<file path="src/hw/rtl/sssr_pkg.sv">
// ----------------------------------------------------------------------------
// sssr_pkg: shared types and constants of the substring replace unit
// Request structs for the byte channels, the window cell control and the
// burst load record, plus the configuration register indexes.
// ----------------------------------------------------------------------------
package sssr_pkg;

    // Longest pattern, longest replacement, deepest result burst
    localparam int PATTERN_MAX = 8;
    localparam int REPL_MAX    = 8;
    localparam int BURST_MAX   = 8;

    // Length and count widths
    localparam int LEN_W      = 4;
    localparam int COUNT_W    = 16;
    localparam int CFG_IDX_W  = 3;
    localparam int CFG_DATA_W = 64;

    // Configuration register indexes
    localparam logic [CFG_IDX_W-1:0] CFG_PATTERN_BYTES     = 3'd0;
    localparam logic [CFG_IDX_W-1:0] CFG_PATTERN_LEN       = 3'd1;
    localparam logic [CFG_IDX_W-1:0] CFG_REPLACEMENT_BYTES = 3'd2;
    localparam logic [CFG_IDX_W-1:0] CFG_REPLACEMENT_LEN   = 3'd3;
    localparam logic [CFG_IDX_W-1:0] CFG_OUT_LIMIT         = 3'd4;

    // Input request
    typedef struct packed {
        logic [7:0] in_byte;
        logic       in_last;
    } in_item_t;

    // Output request
    typedef struct packed {
        logic [7:0]         out_byte;
        logic               byte_valid;
        logic               out_last;
        logic [COUNT_W-1:0] match_count;
        logic               truncated;
    } out_item_t;

    // Window cell control
    typedef struct packed {
        logic update;
        logic shift;
    } win_ctl_t;

    // One step's results handed to the burst chain
    typedef struct packed {
        logic [BURST_MAX*8-1:0] bytes;
        logic [LEN_W-1:0]       cnt;
        logic                   byte_valid;
        logic                   is_last;
        logic                   trunc;
        logic [COUNT_W-1:0]     mcount;
    } burst_load_t;

endpackage

</file>
<file path="src/hw/rtl/sssr_win_cell.sv">
// ----------------------------------------------------------------------------
// sssr_win_cell: one byte of the match window
// Holds a pending byte, takes the incoming byte when it lands here, compares
// against its pattern byte and shifts toward its left neighbor on a miss.
// ----------------------------------------------------------------------------
module sssr_win_cell
(
    input  logic               clk,
    input  logic [7:0]         new_byte,
    input  logic               take_new,
    input  logic [7:0]         nbr_cand,
    input  logic [7:0]         pat_byte,
    input  sssr_pkg::win_ctl_t ctl,
    output logic [7:0]         cand,
    output logic               match
);

    logic [7:0] byte_reg;
    logic [7:0] byte_next;

    // Window content after this step's write, and its compare
    always_comb
    begin
        cand      = take_new ? new_byte : byte_reg;
        match     = (cand == pat_byte);
        byte_next = ctl.shift ? nbr_cand : cand;
    end

    always_ff @(posedge clk)
    begin
        if (ctl.update)
        begin
            byte_reg <= byte_next;
        end
    end

endmodule

</file>
<file path="src/hw/rtl/sssr_burst.sv">
// ----------------------------------------------------------------------------
// sssr_burst: result burst chain and output register
// A row of byte cells holds one step's results; while the output register
// is free or draining, the head moves into it each cycle, the rest shift down.
// ----------------------------------------------------------------------------
module sssr_burst
(
    input  logic                  clk,
    input  logic                  rst_n,
    input  logic                  load,
    input  sssr_pkg::burst_load_t load_data,
    output logic                  can_load,
    output logic                  out_valid,
    input  logic                  out_stall,
    output sssr_pkg::out_item_t   out_data
);

    logic [7:0]                      byte_reg [sssr_pkg::BURST_MAX];
    logic [sssr_pkg::LEN_W-1:0]      cnt_reg;
    logic [sssr_pkg::LEN_W-1:0]      cnt_next;
    logic                            byte_valid_reg;
    logic                            is_last_reg;
    logic                            trunc_reg;
    logic [sssr_pkg::COUNT_W-1:0]    mcount_reg;
    logic                            out_valid_reg;
    logic                            out_valid_next;
    sssr_pkg::out_item_t             out_data_reg;
    sssr_pkg::out_item_t             out_data_next;
    logic                            pop;
    logic                            head_last;

    // Pop the head when the output register is free or draining
    always_comb
    begin
        pop       = (cnt_reg != '0) && (!out_valid_reg || !out_stall);
        can_load  = (cnt_reg == '0) ||
                    ((cnt_reg == sssr_pkg::LEN_W'(1)) && pop);
        head_last = is_last_reg && (cnt_reg == sssr_pkg::LEN_W'(1));

        cnt_next = cnt_reg;
        if (load)
        begin
            cnt_next = load_data.cnt;
        end
        else if (pop)
        begin
            cnt_next = cnt_reg - sssr_pkg::LEN_W'(1);
        end

        out_data_next.out_byte    = byte_valid_reg ? byte_reg[0] : 8'd0;
        out_data_next.byte_valid  = byte_valid_reg;
        out_data_next.out_last    = head_last;
        out_data_next.match_count = head_last ? mcount_reg : '0;
        out_data_next.truncated   = trunc_reg;

        out_valid_next = out_valid_reg;
        if (pop)
        begin
            out_valid_next = 1'b1;
        end
        else if (!out_stall)
        begin
            out_valid_next = 1'b0;
        end
    end

    // Control state
    always_ff @(posedge clk or negedge rst_n)
    begin
        if (!rst_n)
        begin
            cnt_reg       <= '0;
            out_valid_reg <= 1'b0;
        end
        else
        begin
            cnt_reg       <= cnt_next;
            out_valid_reg <= out_valid_next;
        end
    end

    // Burst cells and burst attributes
    always_ff @(posedge clk)
    begin
        if (load)
        begin
            for (int i = 0; i < sssr_pkg::BURST_MAX; i++)
            begin
                byte_reg[i] <= load_data.bytes[8*i +: 8];
            end
            byte_valid_reg <= load_data.byte_valid;
            is_last_reg    <= load_data.is_last;
            trunc_reg      <= load_data.trunc;
            mcount_reg     <= load_data.mcount;
        end
        else if (pop)
        begin
            for (int i = 0; i < sssr_pkg::BURST_MAX - 1; i++)
            begin
                byte_reg[i] <= byte_reg[i+1];
            end
        end
    end

    // Output payload
    always_ff @(posedge clk)
    begin
        if (pop)
        begin
            out_data_reg <= out_data_next;
        end
    end

    assign out_valid = out_valid_reg;
    assign out_data  = out_data_reg;

endmodule

</file>
<file path="src/hw/rtl/stream_substring_replace_unit.sv">
// ----------------------------------------------------------------------------
// stream_substring_replace_unit: streaming find-and-replace over a byte string
// Window cells match a pattern of up to 8 bytes; matches are replaced, other
// bytes are copied, and output past the per-string limit is dropped.
// ----------------------------------------------------------------------------
// Usage:
//   in_valid/in_stall/in_data carry one input byte per request, in_last
//   marking the end of a string. out_valid/out_stall/out_data carry one
//   result byte per request; the final result of a string has out_last set
//   and the match count, and is an empty marker if no byte was left.
//   cfg_valid/cfg_ready/cfg_index/cfg_data write the registers; cfg_ready
//   is always high. Writing pattern_len starts a new string.
// Timing:
//   An accepted byte is evaluated in the cycle it is taken and its results
//   load a burst chain, whose head then moves into the output register.
//   The output port moves one result per cycle while out_stall is low; an
//   input byte that causes k results (up to 8, on a replacement or a string
//   end) holds the input until only its last result is left in the chain;
//   bytes causing at most one result flow at one per cycle while out_stall
//   is low.
// Reset: all string state clears, the burst chain empties and out_valid drops;
//   registers return to pattern_len 1, replacement_len 0, out_limit 65535.
// Stall: out_stall holds the output register; the burst chain then fills
//   and in_stall rises until results drain.
// ----------------------------------------------------------------------------
module stream_substring_replace_unit
(
    input  logic                               clk,
    input  logic                               rst_n,
    input  logic                               in_valid,
    output logic                               in_stall,
    input  sssr_pkg::in_item_t                 in_data,
    output logic                               out_valid,
    input  logic                               out_stall,
    output sssr_pkg::out_item_t                out_data,
    input  logic                               cfg_valid,
    output logic                               cfg_ready,
    input  logic [sssr_pkg::CFG_IDX_W-1:0]     cfg_index,
    input  logic [sssr_pkg::CFG_DATA_W-1:0]    cfg_data
);

    localparam int PM = sssr_pkg::PATTERN_MAX;
    localparam int LW = sssr_pkg::LEN_W;
    localparam int CW = sssr_pkg::COUNT_W;

    // Configuration registers
    logic [PM*8-1:0]                  pat_bytes_reg;
    logic [LW-1:0]                    pat_len_reg;
    logic [sssr_pkg::REPL_MAX*8-1:0]  rep_bytes_reg;
    logic [LW-1:0]                    rep_len_reg;
    logic [CW-1:0]                    limit_reg;

    // String state
    logic [LW-1:0]  fill_reg;
    logic [LW-1:0]  fill_next;
    logic [CW-1:0]  emitted_reg;
    logic [CW-1:0]  emitted_next;
    logic [CW-1:0]  found_reg;
    logic [CW-1:0]  found_next;
    logic           dropped_reg;
    logic           dropped_next;

    // Step logic
    logic                   accept;
    logic                   cfg_write;
    logic                   can_load;
    logic [LW-1:0]          eff_p;
    logic [LW-1:0]          eff_r;
    logic [LW-1:0]          fill_inc;
    logic                   full;
    logic                   hit;
    logic [LW-1:0]          n_bytes;
    logic [CW-1:0]          room;
    logic [LW-1:0]          keep;
    logic                   empty_end;
    logic [PM-1:0]          pmask;
    logic [PM-1:0]          match;
    logic [7:0]             cand [PM];
    logic [PM*8-1:0]        cand_flat;
    sssr_pkg::win_ctl_t     win_ctl;
    sssr_pkg::burst_load_t  load_data;

    assign accept    = in_valid && !in_stall;
    assign in_stall  = !can_load;
    assign cfg_ready = 1'b1;
    assign cfg_write = cfg_valid && cfg_ready;

    // Window cell row
    for (genvar i = 0; i < PM; i++)
    begin : g_win
        logic [7:0] nbr;
        if (i == PM - 1)
        begin : g_end
            assign nbr = cand[i];
        end
        else
        begin : g_mid
            assign nbr = cand[i+1];
        end

        sssr_win_cell u_cell
        (
            .clk      (clk),
            .new_byte (in_data.in_byte),
            .take_new (fill_reg == LW'(i)),
            .nbr_cand (nbr),
            .pat_byte (pat_bytes_reg[8*i +: 8]),
            .ctl      (win_ctl),
            .cand     (cand[i]),
            .match    (match[i])
        );

        assign pmask[i]          = (LW'(i) < eff_p);
        assign cand_flat[8*i +: 8] = cand[i];
    end

    // Match decision, result count and output limit
    always_comb
    begin
        eff_p = (pat_len_reg > LW'(PM)) ? LW'(PM) : pat_len_reg;
        eff_r = (rep_len_reg > LW'(sssr_pkg::REPL_MAX)) ?
                LW'(sssr_pkg::REPL_MAX) : rep_len_reg;

        fill_inc = fill_reg + LW'(1);
        full     = (eff_p != '0) && (fill_inc == eff_p);
        hit      = full && (&(match | ~pmask));

        if (eff_p == '0)
        begin
            n_bytes   = LW'(1);
            fill_next = fill_reg;
        end
        else if (hit)
        begin
            n_bytes   = eff_r;
            fill_next = '0;
        end
        else if (full)
        begin
            n_bytes   = in_data.in_last ? eff_p : LW'(1);
            fill_next = in_data.in_last ? '0 : (eff_p - LW'(1));
        end
        else
        begin
            n_bytes   = in_data.in_last ? fill_inc : '0;
            fill_next = in_data.in_last ? '0 : fill_inc;
        end

        win_ctl.update = accept && (eff_p != '0);
        win_ctl.shift  = full && !hit;

        // no room left once the limit is reached or lowered below the count
        room = (emitted_reg >= limit_reg) ? '0 : (limit_reg - emitted_reg);
        keep = (CW'(n_bytes) > room) ? LW'(room) : n_bytes;

        emitted_next = emitted_reg + CW'(keep);
        dropped_next = dropped_reg || (n_bytes != keep);
        found_next   = (hit && (found_reg != {CW{1'b1}})) ? found_reg + CW'(1) : found_reg;

        empty_end = in_data.in_last && (keep == '0);

        load_data.bytes      = hit ? rep_bytes_reg : cand_flat;
        load_data.cnt        = empty_end ? LW'(1) : keep;
        load_data.byte_valid = !empty_end;
        load_data.is_last    = in_data.in_last;
        load_data.trunc      = dropped_next;
        load_data.mcount     = found_next;
    end

    // Configuration and string state
    always_ff @(posedge clk or negedge rst_n)
    begin
        if (!rst_n)
        begin
            pat_bytes_reg <= '0;
            pat_len_reg   <= LW'(1);
            rep_bytes_reg <= '0;
            rep_len_reg   <= '0;
            limit_reg     <= {CW{1'b1}};
            fill_reg      <= '0;
            emitted_reg   <= '0;
            found_reg     <= '0;
            dropped_reg   <= 1'b0;
        end
        else
        begin
            if (accept)
            begin
                if (in_data.in_last)
                begin
                    fill_reg    <= '0;
                    emitted_reg <= '0;
                    found_reg   <= '0;
                    dropped_reg <= 1'b0;
                end
                else
                begin
                    fill_reg    <= fill_next;
                    emitted_reg <= emitted_next;
                    found_reg   <= found_next;
                    dropped_reg <= dropped_next;
                end
            end

            if (cfg_write)
            begin
                unique case (cfg_index)
                    sssr_pkg::CFG_PATTERN_BYTES:
                    begin
                        pat_bytes_reg <= cfg_data[PM*8-1:0];
                    end
                    sssr_pkg::CFG_PATTERN_LEN:
                    begin
                        // new pattern length starts a new string
                        pat_len_reg <= cfg_data[LW-1:0];
                        fill_reg    <= '0;
                        emitted_reg <= '0;
                        found_reg   <= '0;
                        dropped_reg <= 1'b0;
                    end
                    sssr_pkg::CFG_REPLACEMENT_BYTES:
                    begin
                        rep_bytes_reg <= cfg_data[sssr_pkg::REPL_MAX*8-1:0];
                    end
                    sssr_pkg::CFG_REPLACEMENT_LEN:
                    begin
                        rep_len_reg <= cfg_data[LW-1:0];
                    end
                    sssr_pkg::CFG_OUT_LIMIT:
                    begin
                        limit_reg <= cfg_data[CW-1:0];
                    end
                    default:
                    begin
                    end
                endcase
            end
        end
    end

    // Result burst and output register
    sssr_burst u_burst
    (
        .clk       (clk),
        .rst_n     (rst_n),
        .load      (accept),
        .load_data (load_data),
        .can_load  (can_load),
        .out_valid (out_valid),
        .out_stall (out_stall),
        .out_data  (out_data)
    );

endmodule

</file>
<file path="config.mk">
export PLATFORM = sky130hd
export DESIGN_NAME = stream_substring_replace_unit
export DESIGN_NICKNAME = d
export VERILOG_FILES = /design/src/hw/rtl/sssr_pkg.sv /design/src/hw/rtl/sssr_win_cell.sv /design/src/hw/rtl/sssr_burst.sv /design/src/hw/rtl/stream_substring_replace_unit.sv
export SDC_FILE = /design/constraint.sdc
export NUM_CORES = 1
export LEC_CHECK = 0
export BUFFER_PORTS_ARGS = -buffer_cell sky130_fd_sc_hd__buf_4
export CAP_MARGIN = 5
export CELL_PAD_IN_SITES_DETAIL_PLACEMENT = 2
export CELL_PAD_IN_SITES_GLOBAL_PLACEMENT = 2
export CORE_MARGIN = 2
export CORE_UTILIZATION = 30
export CTS_BUF_LIST = sky130_fd_sc_hd__clkbuf_8
export CTS_CLUSTER_SIZE = 8
export DETAILED_ROUTE_END_ITERATION = 10
export HOLD_SLACK_MARGIN = 0.12
export PLACE_DENSITY_LB_ADDON = 0.3
export SLEW_MARGIN = 25
export SYNTH_ARGS = -nofsm -noshare
export SYNTH_HDL_FRONTEND = slang
export SYNTH_SLANG_ARGS = --single-unit
</file>
<file path="constraint.sdc">
create_clock -name clk -period 6.4 [get_ports clk]
set_input_delay 0.96 -clock clk [delete_from_list [all_inputs] [get_ports clk]]
set_output_delay 0.96 -clock clk [all_outputs]
set_load 0.005 [all_outputs]
</file>
* Yosys cells after proc, flatten, opt, wreduce, memory -nomap -nowiden
Memories as Yosys holds them, arrays and structs flattened. A register that Yosys moved wholly into a read port is not among the register bits. Cells that the tools add are included.
Storage, ports and cells: register bits 296, RAM bits 64, input port bits 81, memories kept 1
Memory list:
- u_burst.byte_reg | depth 8, width 8, rd ports 8, clocked after Yosys merged registers in 1, wr ports 8, RTL line sssr_burst.sv:18 | logic [7:0] byte_reg [sssr_pkg::BURST_MAX];
Operators by class: add/sub/neg operators 6, magnitude comparators 12, equality and inequality tests 24, muxes and demuxes 62, bitwise logic cells 9, reductions and logical operators 33
Operators by type and width (count):
- $mux W8 | 22
- $mux W16 | 10
- $mux W4 | 18
- $eq A8 B8 Y1 | 8
- $mux W64 | 1
- $add A16 B1 Y16 const B | 1
- $add A16 B4 Y16 | 1
- $eq A4 B3 Y1 const B | 4
- $ge A16 B16 Y1 | 1
- $gt A4 B16 Y1 | 1
- $logic_not A4 Y1 | 4
- $lt A3 B4 Y1 const A | 4
- $ne A16 B16 Y1 const B | 1
- $sub A16 B16 Y16 | 1
- $mux W1 | 11
- $logic_and A1 B1 Y1 | 10
- $reduce_and A2 Y1 | 5
- $eq A4 B1 Y1 const B | 2
- $eq A4 B2 Y1 const B | 2
- $gt A4 B4 Y1 const B | 2
- $lt A1 B4 Y1 const A | 2
- $lt A2 B4 Y1 const A | 2
- $not A8 Y8 | 1
- $or A8 B8 Y8 | 1
- 15 further kinds | 31

* Longest topological paths before layout
Gate-level depths: netlist (run 1).
depth after elaboration 17, gate-level depth with buffers 35, gate-level depth less buffers 31

* Modules after synthesis
From an unflattened synthesis (run 1), not the netlist that was laid out.
Unflattened totals: cell total of the unflattened synthesis 1480, area total of the unflattened synthesis 19547.5 um^2
Modules (own cells, without submodules):
- stream_substring_replace_unit | times used 1, cells an instance 947, area an instance 10576.4 um^2, seq. area each 4750.8 um^2
- sssr_burst | times used 1, cells an instance 237, area an instance 4496.8 um^2, seq. area each 3428.3 um^2
- sssr_win_cell | times used 8, cells an instance 37, area an instance 559.3 um^2, seq. area each 240.2 um^2

* Worst setup path before layout (run 1)
OpenSTA, ideal clock, no wires.
path kind input port to flip-flop, from in in_data[2] in the netlist's numbering, to reg emitted_reg[15], setup time 0.122 ns, arrival 6.876 ns, required time 6.278 ns, slack -0.598 ns, cell stages on the path 30, cell sequence clkbuf_1 -> inv_1 -> a2111oi_0 -> o221ai_1 -> a2111oi_0 -> a31oi_1 -> nor3_1 -> and4_1 -> buf_6 -> nor2_1 -> or2_2 -> ha_1 -> nand2_1 -> o21ai_0 -> o211ai_1 -> or4_1 -> nor4_1 -> o2111ai_1 -> and2_1 -> buf_2 -> a21oi_2 -> inv_1 -> ha_1 -> a21o_1 -> a21o_1 -> a21oi_1 -> nor3_1 -> nand4_1 -> xnor2_1 -> nor2_1
Between the ends: cells in the longest elaborated chain, start to end 14
Ends and longest elaborated chain:
- start: declaration | RTL line stream_substring_replace_unit.sv:32 | input sssr_pkg::in_item_t in_data,
- $mux W8 | RTL line sssr_win_cell.sv:24 | cand = take_new ? new_byte : byte_reg;
- $eq A8 B8 Y1 | RTL line sssr_win_cell.sv:25 | match = (cand == pat_byte);
- $or A8 B8 Y8 * | RTL line stream_substring_replace_unit.sv:126 | hit = full && (&(match | ~pmask));
- $reduce_and A8 Y1 * | RTL line stream_substring_replace_unit.sv:126
- $logic_and A1 B1 Y1 * | RTL line stream_substring_replace_unit.sv:126
- $mux W4 * | RTL line stream_substring_replace_unit.sv:133 | else if (hit)
- $mux W4 * | RTL line stream_substring_replace_unit.sv:128 | if (eff_p == '0)
- $gt A4 B16 Y1 | RTL line stream_substring_replace_unit.sv:154 | keep = (CW'(n_bytes) > room) ? LW'(room) : n_bytes;
- $mux W4 * | RTL line stream_substring_replace_unit.sv:154
- $add A16 B4 Y16 * | RTL line stream_substring_replace_unit.sv:156 | emitted_next = emitted_reg + CW'(keep);
- $mux W16 * | RTL line stream_substring_replace_unit.sv:189 | if (in_data.in_last)
- $mux W16 * | RTL line stream_substring_replace_unit.sv:187 | if (accept)
- $mux W16 | RTL line stream_substring_replace_unit.sv:207 | unique case (cfg_index)
- $mux W16 * | RTL line stream_substring_replace_unit.sv:205 | if (cfg_write)
- end signal: assignment | RTL line stream_substring_replace_unit.sv:199 | emitted_reg <= emitted_next;
- end: declaration | RTL line stream_substring_replace_unit.sv:56 | logic [CW-1:0] emitted_reg;
Mark *: on every way between the ends. The rest lies on a longest branch, timed or not. A chain may end at the register's enable or synchronous reset.

* Final worst setup path (run 1)
from reg fill_reg[0], to reg emitted_reg[12]
Between the ends: cells in the longest elaborated chain, start to end 15
Ends and longest elaborated chain:
- start: declaration | RTL line stream_substring_replace_unit.sv:54 | logic [LW-1:0] fill_reg;
- start signal: assignment | RTL line stream_substring_replace_unit.sv:198 | fill_reg <= fill_next;
- $eq A4 B1 Y1 (tied with other cells) | RTL line stream_substring_replace_unit.sv:105 | .take_new (fill_reg == LW'(i)),
- $mux W8 | RTL line sssr_win_cell.sv:24
- $eq A8 B8 Y1 | RTL line sssr_win_cell.sv:25
- $or A8 B8 Y8 | RTL line stream_substring_replace_unit.sv:126
- $reduce_and A8 Y1 | RTL line stream_substring_replace_unit.sv:126
- $logic_and A1 B1 Y1 | RTL line stream_substring_replace_unit.sv:126
- $mux W4 * | RTL line stream_substring_replace_unit.sv:133
- $mux W4 * | RTL line stream_substring_replace_unit.sv:128
- $gt A4 B16 Y1 | RTL line stream_substring_replace_unit.sv:154
- $mux W4 * | RTL line stream_substring_replace_unit.sv:154
- $add A16 B4 Y16 * | RTL line stream_substring_replace_unit.sv:156
- $mux W16 * | RTL line stream_substring_replace_unit.sv:189
- $mux W16 * | RTL line stream_substring_replace_unit.sv:187
- $mux W16 | RTL line stream_substring_replace_unit.sv:207
- $mux W16 * | RTL line stream_substring_replace_unit.sv:205
Marked as above.

==> results of run 1 <==
-- routing by layer --
metal	wire [um]	part of all wire [%]	GRT usage (%)
met1	29400	43	25.7
met2	34700	50	36.2
met3	2450	3.5	3.10
met4	2510	3.6	8.69
met5	0	0	0
-- power groups by stage --
| stage | registers, W | clock network, W | logic (W) |
|---|---|---|---|
| CTS | 0.00367 | 0.00243 | 0.00316 |
| global route | 0.00373 | 0.00252 | 0.00352 |
| floorplan | 0.00356 | 0 | 0.00175 |
| global placement | 0.00367 | 0 | 0.00291 |
| detailed placement | 0.00370 | 0 | 0.00301 |
| finish | 0.00367 | 0.00234 | 0.00322 |
-- cell families (layout without fill, tap and decap cells) --
group | after synthesis | in the layout | share of synthesized area [%]
AND/OR/NAND/NOR | 472 | 472 | 12.0
AO/OA/AOI/OAI | 343 | 343 | 11.0
adder cells (fa/ha/maj) | 39 | 39 | 2.61
multiplexers | 256 | 256 | 14.3
other | 1 | 2 | 0.0195
flip-flops | 368 | 368 | 52.5
buffers and inverters | 188 | 538 | 3.84
XOR/XNOR | 81 | 81 | 3.72
-- worst max-delay path: cells and delay by family, from the launching register on --
kind	cells	cell delay, ns
AOI/OAI and AO/OA	8	1.78
buffers and inverters	5	0.49
DFF	1	0.45
muxes	1	0.19
xor gates and xnor gates	1	0.16
and+or+nand+nor	12	2.95
adders and majority gates	4	0.87
-- through the flow --
stage	utilization (%)	power, W	hold WS, ns	instance area, um2
floorplan	-	0.00531	0.400	19400
global placement	35.3	0.00658	0.405	22300
detailed placement	35.3	0.00671	0.412	22300
CTS	38.2	0.00927	0.386	24100
global route	38.6	0.00977	0.432	24400
finish	38.6	0.00923	0.383	24400
-- worst paths after layout --
check / from / endpoint / slack (ns) / cells after the start
setup / recovery: fill_reg[0] / emitted_reg[12] / -0.62 / 31
hold / removal: rst_n / rep_bytes_reg[41] / 0.38 / 1
setup reg to reg: fill_reg[0] / emitted_reg[12] / -0.62 / 31
hold reg to reg: u_burst.trunc_reg / u_burst.out_data[0] / 0.43 / 0
max in group asynchronous: rst_n / limit_reg[7] / 4.91 / 2
min in group clk: u_burst.trunc_reg / u_burst.out_data[0] / 0.43 / 0
-- final cells by class --
class / instances / area [um2] / area share (%)
diodes: 1 / 2.50 / 0.0103
well taps: 846 / 1060 / 4.34
repair buffers: 317 / 2500 / 10.3
clock inverters: 48 / 270 / 1.11
inverters: 91 / 344 / 1.41
multi-input cells: 1192 / 8950 / 36.8
clock buffers: 82 / 1130 / 4.63
flip-flops and latches: 368 / 10100 / 41.5
-- repair_timing --
action,4_1_cts,5_1_grt
setup buffers,18,10
gates resized for setup,68,28
hold endpoints to repair,0,0
hold buffers,0,0
setup endpoints to repair,16,18
pin swaps,31,26
-- cell usage in the layout (no fill, tap or decap), drive strengths merged, types with 24 or more instances in the layout --
cell / instances
a21oi: 109
and2: 30
buf: 316
clkbuf: 83
dfrtp: 177
edfxtp: 174
ha: 37
inv: 124
mux2: 137
mux2i: 119
nand2: 144
nand3: 24
nor2: 133
nor2b: 25
o21ai: 107
xnor2: 49
xor2: 32
==> qor.txt, run 1 <==
======================================================================================================
Per-cell via count in the routed design                                                           5.07
Clock sink count                                                                                   368
Static leakage                                                                                 10.2 nW
Master cell of the clock root buffer                                                          clkbuf_8
Switching pwr                                                                                0.00333 W
Iter 0 DRT Violations                                                                              685
Share of flip-flops with an asynchronous set or reset after synthesis                            52.7%
Number of rows in the core area                                                                     92
Max Slew Vio Count                                                                                   0
Maximum net fanout on the critical path                                                              5
GR Overflow Total                                                                                    0
CTS Buf Count                                                                                       71
Part of the power in registers                                                                   39.7%
Largest area contributor in the synthesized netlist                                           edfxtp_1
All-layer global routing usage                                                                   20.8%
Global-route wire length before repair                                                      105,000 um
RSZ-0062 raised after global routing                                                               yes
Max-slew headroom at the worst pin                                                               29.2%
Final Skew                                                                                   0.0546 ns
Top flip-flop cell by instance count after synthesis                                           dfrtp_1
Number of H-tree levels                                                                              3
Setup slack at placement                                                                     -0.904 ns
Clock period minus final worst setup slack                                                     7.02 ns
Required time at the endpoint of the critical path                                             6.96 ns
Critical path's slowest cell                                                                     or4_1
Total negative setup slack                                                                    -5.93 ns
Routed length per placed instance                                                              23.5 um
Layout Nets                                                                                      2,161
Proportion of layout cells with a drive suffix above 1                                           32.2%
DRC Markers                                                                                          0
Count of synthesis-stage warnings from yosys                                                         0
Number of nets still failing antenna checks after routing                                            0
Violated checks                                                                           negative setup slack
Run status                                                                                finished with violations
Endpoint kind of the worst setup timing path                                                      flop
Area of the die                                                                             66,200 um2
Cell seen most often among critical-path stages                                                   ha_4
Number of distinct standard cells referenced by the synthesized netlist                             86
Final worst setup slack                                                                      -0.618 ns
Internal                                                                                     0.00590 W
Max_cap viols                                                                                        0
Weighted congestion reported at the end of routability-driven placement                          0.838
Switching portion of total power                                                                 36.1%
Ranking of synthesized cells by instance count                                            dfrtp_1, edfxtp_1, nand2_1, mux2_2, nor2_1
Max rail drop VDD                                                                             0.198 mV
Pwr Density                                                                                 379 nW/um2
Combinational group share of total power                                                         34.9%
Fillers                                                                                          6,726
Count of flip-flops with a built-in enable after synthesis                                         174
Transition time at the pin with the least slew margin                                          1.06 ns
Final count of hold timing violations                                                                0
Mapped Area                                                                                 19,200 um2
Class of the tightest hold or removal check                                                   in2async
DR vias                                                                                         14,900
Sequential share of the synthesized area                                                         52.5%
First-pass DRT Iterations                                                                            5
Worst EP arrival                                                                               7.58 ns
Hpwl dp                                                                                      49,700 um
Endpoints failing setup                                                                             14
Die Span Y                                                                                      257 um
Syn Nets                                                                                         1,868
Post-layout instance count excluding filler cells                                                2,945
Clock network fraction of design power                                                           25.4%
Number of antenna violations at the first check in global routing                                    1
Period Utilization, post-route                                                                    110%
Worst setup path class                                                                         reg2reg
Mean Syn Cell Area                                                                            11.0 um2
Number of port buffers                                                                             109
Most instantiated library cell after synthesis                                                 dfrtp_1
I/O pins                                                                                           111
CP startpoint kind                                                                                flop
Starting density of the core                                                                     30.5%
Clock transition at the register clock pins on the worst setup and hold paths after CTS        0.06 ns
Signed area change from the synthesized netlist to the final layout                              26.6%
Clock Path Buffers                                                                                   3
Largest stage delay on the critical path                                                       0.54 ns
Clock latency reported for the late side of the worst-skew pair                                0.69 ns
Total Routed Length                                                                          69,100 um
Number of placed instances, taps included                                                        2,786
CTS tree                                                                                           yes
Synthesized netlist cell count                                                                   1,748
Vias in the first global route                                                                  17,000
Leading post-synthesis cells by cell area                                                 edfxtp_1, dfrtp_1, mux2_2
Largest net degree at the start of global routing                                                   99
Synth top area share                                                                             27.1%
Core region area                                                                            63,200 um2
Die outline width                                                                               257 um
Number of synthesized register bits                                                                368
Max frequency                                                                                0.142 GHz
======================================================================================================
(Power assumes the default switching activity.)
==> run 2: changes to the inputs <==
CORE_UTILIZATION = 39   (was 30)
MAX_ROUTING_LAYER = met4   (was unset)
==> run 2 against run 1 <==
The run still ends with negative setup slack left. Total power is 5.0% higher. Clock power hardly changed. Final cell count is 6.1% lower. Clock skew is 0.0066 ns lower. Largest power group unchanged. Non-clock buffer count is 10 higher. Combinational power is 13% higher. Sequential power is 2% higher. Final area is 0.37% higher.
==> qor.txt, run 2 (same netlist as run 1, synthesis figures left out) <==
======================================================================================================
Run status                                                                                finished with violations
Violated checks                                                                           negative setup slack
Number of nets still failing antenna checks after routing                                            0
Per-cell via count in the routed design                                                           5.97
DRC Markers                                                                                          0
Clock sink count                                                                                   368
Area of the die                                                                             51,100 um2
Core region area                                                                            48,800 um2
Most frequent standard cell in the layout excluding fill and tap cells                           buf_4
Setup slack at placement                                                                     -0.864 ns
Number of placed instances, taps included                                                        2,599
Largest net degree at the start of global routing                                                   78
Hold bufs inserted after CTS                                                                         0
Clock transition at the register clock pins on the worst setup and hold paths after CTS        0.07 ns
Static leakage                                                                                 10.3 nW
Final hold slack                                                                              0.325 ns
Endpoints failing setup                                                                             16
Vias in the first global route                                                                  17,900
Global-route wire length before repair                                                      117,000 um
Proportion of layout cells with a drive suffix above 1                                           33.4%
Design Power                                                                                 0.00969 W
GR Overflow Total                                                                                    0
Signed area change from the synthesized netlist to the final layout                              27.1%
Routed length per placed instance                                                              30.5 um
Total Routed Length                                                                          84,200 um
All-layer global routing usage                                                                   32.0%
Number of H-tree levels                                                                              3
Hpwl dp                                                                                      50,000 um
CTS tree                                                                                           yes
Max_cap viols                                                                                        0
Weighted congestion reported at the end of routability-driven placement                          0.878
Largest stage delay on the critical path                                                       0.50 ns
Finished Core Util                                                                               50.1%
Final Skew                                                                                   0.0480 ns
Max-slew headroom at the worst pin                                                               27.5%
Clock period minus final worst setup slack                                                     7.32 ns
Layout Nets                                                                                      2,168
Class of the tightest hold or removal check                                                   in2async
Number of rows in the core area                                                                     81
Worst EP arrival                                                                               7.89 ns
Max frequency                                                                                0.137 GHz
DR vias                                                                                         16,500
Crit-path leading delay family                                                            simple AND/OR/NAND/NOR gates
Master cell of the clock root buffer                                                          clkbuf_8
Maximum net fanout on the critical path                                                              8
Pwr Density                                                                                 396 nW/um2
Die Span Y                                                                                      226 um
Critical path's slowest cell                                                                     or4_4
Worst setup path class                                                                         reg2reg
Die outline width                                                                               226 um
CP startpoint kind                                                                                flop
RSZ-0062 raised after global routing                                                               yes
Number of port buffers                                                                             109
Endpoint kind of the worst setup timing path                                                      flop
Max Slew Vio Count                                                                                   0
Transition time at the pin with the least slew margin                                          1.09 ns
First-pass DRT Iterations                                                                            5
CP bufs+invs                                                                                         5
Commonest non-fill, non-tap cells in the layout                                           buf_4, dfrtp_1, edfxtp_1, nand2_1, mux2_2
Final worst setup slack                                                                      -0.921 ns
Final count of hold timing violations                                                                0
Max rail drop VDD                                                                             0.230 mV
Iter 0 DRT Violations                                                                            1,271
Post-layout instance count excluding filler cells                                                2,765
Clock Path Buffers                                                                                   3
Clock latency reported for the late side of the worst-skew pair                                0.68 ns
Starting density of the core                                                                     39.4%
I/O pins                                                                                           111
CTS Buf Count                                                                                       68
Number of antenna violations at the first check in global routing                                    4
Required time at the endpoint of the critical path                                             6.97 ns
Period Utilization, post-route                                                                    114%
======================================================================================================
run 2: where the power goes:
| part | total, W | leakage, nW | internal, W | switching (W) |
|---|---|---|---|---|
| Sequential | 0.00373 | 4.00 | 0.00330 | 0.000432 |
| Combinational | 0.00363 | 5.48 | 0.00141 | 0.00222 |
| Clock | 0.00233 | 0.787 | 0.00122 | 0.00111 |
run 2: layer usage:
metal	track usage (%)	share of wire (%)	wire length, um	up-vias
li1	-	-	-	6854
met4	15.0	5.3	4430	0
met1	38.8	40	34100	8645
met5	-	0	0	-
met3	5.32	5.6	4750	281
met2	52.2	49	41000	727
run 2: repair_timing:
action | in CTS | in global routing
setup endpoints to repair | 16 | 16
gates cloned | 1 | 0
setup buffers | 30 | 20
endpoints found under the hold margin | 0 | 0
resized for setup | 70 | 66
pin swaps | 19 | 39
run 2: area by class of cell:
cell class,count,area [um2]
flip-flops and latches,368,10100
fillers,4881,24400
inverters,91,344
clock buffers,84,1160
well taps,664,831
clock inverters,36,175
repair buffers,327,2640
diodes,3,7.51
multi-input cells,1192,9200
run 2: path summary, 6_finish.rpt:
| path | slack, ns | startpoint | end | cells after the start |
|---|---|---|---|---|
| max | -0.92 | fill_reg[0] | emitted_reg[12] | 29 |
| min | 0.33 | rst_n | pat_bytes_reg[54] | 1 |
| max reg2reg | -0.92 | fill_reg[0] | emitted_reg[12] | 29 |
| min reg2reg | 0.43 | u_burst.trunc_reg | u_burst.out_data[0] | 0 |
| max in group asynchronous | 4.64 | rst_n | fill_reg[0] | 2 |
| min in group clk | 0.43 | u_burst.trunc_reg | u_burst.out_data[0] | 0 |
run 2: worst register-to-register path, delay by kind of cell, from the launching register on:
family | cells | cell delay (ns)
compound gates | 7 | 1.41
flops | 1 | 0.42
buf+inv | 5 | 0.64
fa+ha+maj | 4 | 1.03
simple gates | 11 | 3.09
mux | 2 | 0.64
run 2: through the flow:
stage	setup TNS, ns	cell area [um2]
after floorplan	0	19400
after detailed placement	-10.70	22100
after CTS	-1.80	23900
after global routing	-13.21	24500
final	-11.64	24500
after global placement	-4.00	22100
